### src/design/mrrc_pkg.sv
// ----------------------------------------------------------------------------
// mrrc_pkg: shared types and constants of the read response checker
// Frame constants, result codes, item and result structs, CRC-16 byte update.
// ----------------------------------------------------------------------------
package mrrc_pkg;

    localparam int MAX_REGISTERS = 125;

    localparam logic [15:0] CRC_INIT = 16'hFFFF;
    localparam logic [15:0] CRC_POLY = 16'hA001;

    localparam logic [7:0] FUNC_READ_HOLDING   = 8'h03;
    localparam logic [7:0] FUNC_EXCEPTION_FLAG = 8'h80;

    // address, function, byte count and two CRC bytes
    localparam logic [7:0] FRAME_OVERHEAD = 8'd5;

    localparam int CFG_INDEX_W = 2;
    localparam int CFG_DATA_W  = 8;

    localparam logic [CFG_INDEX_W-1:0] CFG_SLAVE_ID   = 2'd0;
    localparam logic [CFG_INDEX_W-1:0] CFG_WORD_COUNT = 2'd1;

    localparam logic CMD_BYTE      = 1'b0;
    localparam logic CMD_FRAME_END = 1'b1;

    typedef enum logic {
        KIND_WORD   = 1'b0,
        KIND_STATUS = 1'b1
    } kind_t;

    typedef enum logic [2:0] {
        ST_OK              = 3'd0,
        ST_EXCEPTION       = 3'd1,
        ST_SHORT           = 3'd2,
        ST_CRC_ERROR       = 3'd3,
        ST_HEADER_MISMATCH = 3'd4
    } status_t;

    typedef struct packed {
        logic       command;
        logic [7:0] rx_byte;
    } rx_item_t;

    typedef struct packed {
        logic [7:0] slave_id;
        logic [6:0] word_count;
    } cfg_t;

    typedef struct packed {
        kind_t       kind;
        logic [6:0]  reg_index;
        logic [15:0] reg_value;
        status_t     status;
        logic [7:0]  exception_code;
        logic [7:0]  byte_count;
        logic [31:0] ok_total;
        logic [31:0] error_total;
    } result_t;

    // CRC-16/MODBUS over one byte, LSB first
    function automatic logic [15:0] crc16_byte(input logic [15:0] crc, input logic [7:0] data);
        logic [15:0] c;
        c = crc ^ {8'h00, data};
        for (int i = 0; i < 8; i++)
        begin
            c = c[0] ? ((c >> 1) ^ CRC_POLY) : (c >> 1);
        end
        return c;
    endfunction

endpackage

### src/design/mrrc_frame_core.sv
// ----------------------------------------------------------------------------
// mrrc_frame_core: frame state and result logic
// Tracks CRC, header and trailing bytes of one frame; forms words and status.
// ----------------------------------------------------------------------------
module mrrc_frame_core
    import mrrc_pkg::*;
(
    input  logic     clk,
    input  logic     rst_n,
    input  logic     advance,
    input  rx_item_t item,
    input  cfg_t     cfg,
    output logic     has_result,
    output result_t  result
);

    logic [7:0]       seen_reg,  seen_next;
    logic [15:0]      crc_reg,   crc_next;
    logic [2:0][7:0]  hdr_reg,   hdr_next;
    logic [7:0]       pend_reg,  pend_next;
    logic [15:0]      trail_reg, trail_next;
    logic             done_reg,  done_next;
    logic [31:0]      good_reg,  good_next;
    logic [31:0]      bad_reg,   bad_next;

    logic [6:0]       eff_count;
    logic [7:0]       frame_len;
    logic [8:0]       seen_inc;
    logic             in_body;
    logic             byte_last;
    logic [7:0]       word_off;

    logic [2:0][7:0]  b_hdr;
    logic [15:0]      b_crc;
    logic [15:0]      b_trail;

    logic [7:0]       f_seen;
    logic [2:0][7:0]  f_hdr;
    logic [15:0]      f_crc;
    logic [15:0]      f_trail;
    status_t          f_status;
    result_t          status_item;
    logic [31:0]      good_inc, bad_inc;

    assign eff_count = (cfg.word_count > 7'(MAX_REGISTERS)) ? 7'(MAX_REGISTERS)
                                                           : cfg.word_count;
    assign frame_len = FRAME_OVERHEAD + {eff_count, 1'b0};
    assign seen_inc  = {1'b0, seen_reg} + 9'd1;
    assign in_body   = ({1'b0, seen_reg} + 9'd2) < {1'b0, frame_len};
    assign byte_last = seen_inc >= {1'b0, frame_len};
    assign word_off  = seen_reg - 8'd4;

    // state as it stands after taking the current byte
    always_comb
    begin
        b_hdr = hdr_reg;
        if (seen_reg < 8'd3)
        begin
            b_hdr[seen_reg[1:0]] = item.rx_byte;
        end
        b_crc   = in_body ? crc16_byte(crc_reg, item.rx_byte) : crc_reg;
        b_trail = {item.rx_byte, trail_reg[15:8]};
    end

    // judge the frame: end command looks at held state, last byte at updated state
    always_comb
    begin
        if (item.command == CMD_FRAME_END)
        begin
            f_seen  = seen_reg;
            f_hdr   = hdr_reg;
            f_crc   = crc_reg;
            f_trail = trail_reg;
        end
        else
        begin
            f_seen  = seen_inc[7:0];
            f_hdr   = b_hdr;
            f_crc   = b_crc;
            f_trail = b_trail;
        end

        if (f_seen == FRAME_OVERHEAD && f_hdr[0] == cfg.slave_id &&
            f_hdr[1] == (FUNC_READ_HOLDING | FUNC_EXCEPTION_FLAG))
        begin
            f_status = ST_EXCEPTION;
        end
        else if (f_seen != frame_len)
        begin
            f_status = ST_SHORT;
        end
        else if (f_trail != f_crc)
        begin
            f_status = ST_CRC_ERROR;
        end
        else if (f_hdr[0] != cfg.slave_id || f_hdr[1] != FUNC_READ_HOLDING ||
                 f_hdr[2] != {eff_count, 1'b0})
        begin
            f_status = ST_HEADER_MISMATCH;
        end
        else
        begin
            f_status = ST_OK;
        end

        good_inc = good_reg + ((f_status == ST_OK) ? 32'd1 : 32'd0);
        bad_inc  = bad_reg  + ((f_status == ST_OK) ? 32'd0 : 32'd1);

        status_item.kind           = KIND_STATUS;
        status_item.reg_index      = '0;
        status_item.reg_value      = '0;
        status_item.status         = f_status;
        status_item.exception_code = (f_status == ST_EXCEPTION) ? f_hdr[2] : 8'h00;
        status_item.byte_count     = f_seen;
        status_item.ok_total       = good_inc;
        status_item.error_total    = bad_inc;
    end

    always_comb
    begin
        seen_next  = seen_reg;
        crc_next   = crc_reg;
        hdr_next   = hdr_reg;
        pend_next  = pend_reg;
        trail_next = trail_reg;
        done_next  = done_reg;
        good_next  = good_reg;
        bad_next   = bad_reg;
        has_result = 1'b0;

        result.kind           = KIND_WORD;
        result.reg_index      = 7'(word_off[7:1]);
        result.reg_value      = {pend_reg, item.rx_byte};
        result.status         = ST_OK;
        result.exception_code = 8'h00;
        result.byte_count     = seen_inc[7:0];
        result.ok_total       = good_reg;
        result.error_total    = bad_reg;

        case (item.command)
            CMD_FRAME_END:
            begin
                seen_next  = '0;
                crc_next   = CRC_INIT;
                hdr_next   = '0;
                pend_next  = '0;
                trail_next = '0;
                done_next  = 1'b0;
                if (!done_reg)
                begin
                    has_result = 1'b1;
                    result     = status_item;
                    good_next  = good_inc;
                    bad_next   = bad_inc;
                end
            end
            CMD_BYTE:
            begin
                // drop bytes after a complete frame
                if (!done_reg)
                begin
                    seen_next  = seen_inc[7:0];
                    hdr_next   = b_hdr;
                    crc_next   = b_crc;
                    trail_next = b_trail;
                    if (in_body && seen_reg >= 8'd3)
                    begin
                        if (seen_reg[0])
                        begin
                            pend_next = item.rx_byte;
                        end
                        else
                        begin
                            has_result = 1'b1;
                        end
                    end
                    if (byte_last)
                    begin
                        done_next  = 1'b1;
                        has_result = 1'b1;
                        result     = status_item;
                        good_next  = good_inc;
                        bad_next   = bad_inc;
                    end
                end
            end
            default:
            begin
            end
        endcase
    end

    always_ff @(posedge clk or negedge rst_n)
    begin
        if (!rst_n)
        begin
            seen_reg  <= '0;
            crc_reg   <= CRC_INIT;
            hdr_reg   <= '0;
            pend_reg  <= '0;
            trail_reg <= '0;
            done_reg  <= 1'b0;
            good_reg  <= '0;
            bad_reg   <= '0;
        end
        else if (advance)
        begin
            seen_reg  <= seen_next;
            crc_reg   <= crc_next;
            hdr_reg   <= hdr_next;
            pend_reg  <= pend_next;
            trail_reg <= trail_next;
            done_reg  <= done_next;
            good_reg  <= good_next;
            bad_reg   <= bad_next;
        end
    end

endmodule

### config.mk
export PLATFORM = sky130hd
export DESIGN_NAME = mrrc_frame_core
export DESIGN_NICKNAME = d
export VERILOG_FILES = /design/src/design/mrrc_pkg.sv /design/src/design/mrrc_frame_core.sv
export SDC_FILE = /design/constraint.sdc
export NUM_CORES = 1
export LEC_CHECK = 0
export ABC_CLOCK_PERIOD_IN_PS = 7200
export BUFFER_PORTS_ARGS = -buffer_cell sky130_fd_sc_hd__buf_2
export CAP_MARGIN = 20
export CORE_MARGIN = 3
export CORE_UTILIZATION = 53
export CTS_CLUSTER_SIZE = 28
export DETAILED_ROUTE_END_ITERATION = 12
export GPL_TIMING_DRIVEN = 1
export HOLD_SLACK_MARGIN = 0.15
export PLACE_DENSITY = 0.75
export RECOVER_POWER = 100
export SLEW_MARGIN = 20
export SYNTH_ARGS = -nofsm -noshare
export SYNTH_HDL_FRONTEND = slang
export SYNTH_SLANG_ARGS = --single-unit
### constraint.sdc
create_clock -name clk -period 7.2 [get_ports clk]
set_input_delay 0.72 -clock clk [delete_from_list [all_inputs] [get_ports clk]]
set_output_delay 0.72 -clock clk [all_outputs]
set_load 0.01 [all_outputs]
==> flow_summary.json <==
{
  "die_h_um": 141.5,
  "path_common_cell": "ha_1",
  "report.final.setup_viol": 0,
  "intPower_uw": 2413,
  "via_count": 8676,
  "numCtsBuffers": 17,
  "rsz0062_at_grt": "yes",
  "outcome": "finished, violations left",
  "vias_per_cell": 5.742,
  "p_leak_uw": 0.005271,
  "synth.distinct_cells": 68,
  "overflow": 0,
  "synth-edff-count": 0,
  "r2r_start": "seen_reg[2]",
  "critPathKind": "in2out",
  "peakVddDrop_mv": 0.3181,
  "powerDensity_nw_per_um2": 364.3,
  "p_seq_share_pct": 27.5,
  "setup_ws_ns": 0.3710,
  "p_total_uw": 4133,
  "core_area_um2": 17660,
  "arrival_ns": 6.11,
  "grt_pass1_vias": 8257,
  "maxCapViolCount": 2,
  "grt.total_usage_pct": 26.44,
  "finish.utilization_pct": 64.26,
  "initial_utilization_pct": 55.11,
  "cts-root-buf": "clkbuf_16",
  "die_area_um2": 20020,
  "r2r_cells": 23,
  "worstHoldPathType": "reg2reg",
  "endpoint": "result[30]",
  "wl_met1_mm": 11.87,
  "worst-path-stages": 27,
  "antenna_found_initial": 0,
  "first_iter_violations": 735,
  "dr.pass1.iters": 5,
  "critical-path-top-delay-family": "simple AND/OR/NAND/NOR gates",
  "cp-start-kind": "input port",
  "met2_wirelength_mm": 12.15,
  "drc": 0,
  "place_congestion": 0.9422,
  "ant_nets": 0,
  "clkPwrFrac_pct": 23.6,
  "finalCritPeriodShare_pct": 94.85,
  "grt_max_degree": 89,
  "drt-total-wl_mm": 26.54,
  "fmax_mhz": 146.4,
  "syn-num-nets": 1223,
  "clkLatencyLatePin_ns": 0.42,
  "slew_headroom_pct": -216.5,
  "reg2reg_slack_ns": 1.61,
  "ys_seq_area_share_pct": 35.44,
  "ioPinCount": 135,
  "dr_wl_met3_mm": 1.931,
  "worst_path_max_delay_cell": "a311oi_4",
  "reg2reg_to": "bad_reg[30]",
  "cp_max_fo": 22,
  "clock_path_buffers": 2,
  "cp-end-kind": "output port",
  "ys_ff_latch": 137,
  "antenna_cells": 0,
  "cts_hold_buffers": 0,
  "yosys_warnings": 0,
  "post_drt_wl_per_cell_um": 17.56,
  "core.rowCount": 48,
  "syn-cell-area_um2": 9731,
  "final_nets": 1328,
  "portBuffers": 134,
  "hold_viol": 0,
  "p_comb_share_pct": 48.9,
  "die_x_um": 141.5,
  "post-route-min-period_ns": 6.829,
  "top_layer": "met4",
  "clock_skew_ns": 0.01361,
  "dpl.hpwl_mm": 18.23,
  "max_stage_delay_ns": 0.41,
  "synthArstFlopShare_pct": 100.0,
  "synthToLayoutAreaGrowth_pct": 16.60,
  "power_switching_uw": 1720,
  "crit_buf_inv": 4,
  "htreeDepth": 4,
  "drv_slew": 162,
  "dp_slack_ns": 0.009895,
  "clock-sinks": 137,
  "crit_required_ns": 6.48,
  "synth_ff_type": "dfrtp_1",
  "p_sw_share_pct": 41.61,
  "drive_gt1_share_pct": 18.12,
  "grt_pass1_wl_mm": 42.99,
  "cts.clk_slew.worst_paths_ns": 0.06,
  "cp-startpoint": "cfg[3]",
  "syn_inst": 1168,
  "worstMarginPinSlew_ns": 4.747,
  "violations": "capacitance limit, slew limit",
  "syn_avg_cell_area_um2": 8.331,
  "cts_tree": "done",
  "tns_ns": 0
}
-- timing repair --
action,CTS,global route
resized for setup,1,13
endpoints found under the setup margin,2,22
cloned,0,1
pin swaps,0,3
buffers inserted,0,2
-- area by class of cell --
| type | instances | area [um^2] |
|---|---|---|
| clock buffer | 21 | 460.4 |
| clock inverter | 11 | 193.9 |
| fill | 1553 | 6311 |
| inverter | 26 | 97.59 |
| multi-input combinational | 930 | 5976 |
| sequential | 137 | 3448 |
| tap | 225 | 281.5 |
| timing repair buffer | 161 | 888.4 |
-- layer usage --
layer | vias to the layer above | track usage [%]
met5 | - | 0
met1 | 4138 | 38.53
met2 | 335 | 41.13
met3 | 41 | 4.449
li1 | 4162 | -
met4 | 0 | 6.869
-- worst register-to-register path, stage by stage, from the launching register on --
cell and delay [ns]:
dfrtp_1 0.51, ha_1 0.31, nand2_1 0.11, xnor2_1 0.21
ha_1 0.27, a211oi_1 0.20, o211ai_1 0.17, a311oi_4 0.41
buf_12 0.21, nor3_1 0.07, o32a_1 0.29, a41oi_1 0.37
nor4_4 0.12, nand3_1 0.11, ha_1 0.19, ha_1 0.19
and3_1 0.23, and2_1 0.21, and3_1 0.20, nor3b_1 0.25
nand4_1 0.20, nor2_1 0.27, nand4_1 0.19, xnor2_1 0.17
-- cells in the final DEF (no fill, tap or decap), drive strengths merged, types with 5 or more instances in the layout --
cell / count
xnor2: 146
xor2: 69
buf: 155
nor3: 28
a22oi: 28
inv: 28
nand3: 38
nor2: 102
o22ai: 16
nand2: 207
bufinv: 5
nor2b: 22
and2: 9
a211oi: 5
dfstp: 16
ha: 28
mux2i: 15
or3: 6
o21ai: 63
nand4: 23
or2: 6
clkbuf: 27
a21oi: 39
nor4: 9
dfrtp: 121
and3: 19
-- cell families after synthesis --
kind of cell	share of synthesized area, %
AOI/OAI and AO/OA	11.87
and+or+nand+nor	22.98
xor gates and xnor gates	20.19
buffers and inverters	4.037
adders and majority gates	3.600
DFF	35.44
muxes	1.890
-- cells in the mapped netlist (25+ instances only) --
| cell type | instances | area share, % |
|---|---|---|
| a21oi_1 | 39 | 2.0 |
| a22oi_1 | 28 | 2.2 |
| clkbuf_1 | 54 | 2.1 |
| dfrtp_1 | 121 | 31 |
| ha_1 | 28 | 3.6 |
| inv_1 | 25 | 0.96 |
| nand2_1 | 207 | 8.0 |
| nand3_1 | 38 | 2.0 |
| nor2_1 | 102 | 3.9 |
| nor3_1 | 28 | 1.4 |
| o21ai_0 | 60 | 3.1 |
| xnor2_1 | 143 | 13 |
| xor2_1 | 69 | 6.2 |
-- worst min path at each step --
stage	slack, ns	startpoint	to	cells after the start
final	0.48	bad_reg[31]	bad_reg[31]	1
after global routing	0.50	bad_reg[31]	bad_reg[31]	1
after CTS	0.40	rst_n	seen_reg[7]	1
after detailed placement	0.47	pend_reg[2]	pend_reg[2]	2
after global placement	0.46	pend_reg[1]	pend_reg[1]	2
after floorplan	0.42	rst_n	bad_reg[0]	0
-- power groups by stage --
stage	logic [uW]	clock network (uW)	registers, uW
floorplan	1500	0	1060
global placement	1940	0	1140
detailed placement	1960	0	1140
CTS	1980	987	1130
global route	2210	1020	1160
finish	2020	975	1140
-- through the flow --
stage | hold WS (ns) | area [um^2] | std cells
5_1_grt | 0.5040 | 11350 | 1511
4_1_cts | 0.4022 | 11270 | 1508
3_3_place_gp | 0.4634 | 10610 | 1476
2_1_floorplan | 0.4244 | 9731 | 1168
3_5_place_dp | 0.4722 | 10610 | 1476
6_report | 0.4837 | 11350 | 1511
(Power assumes the default switching activity.)
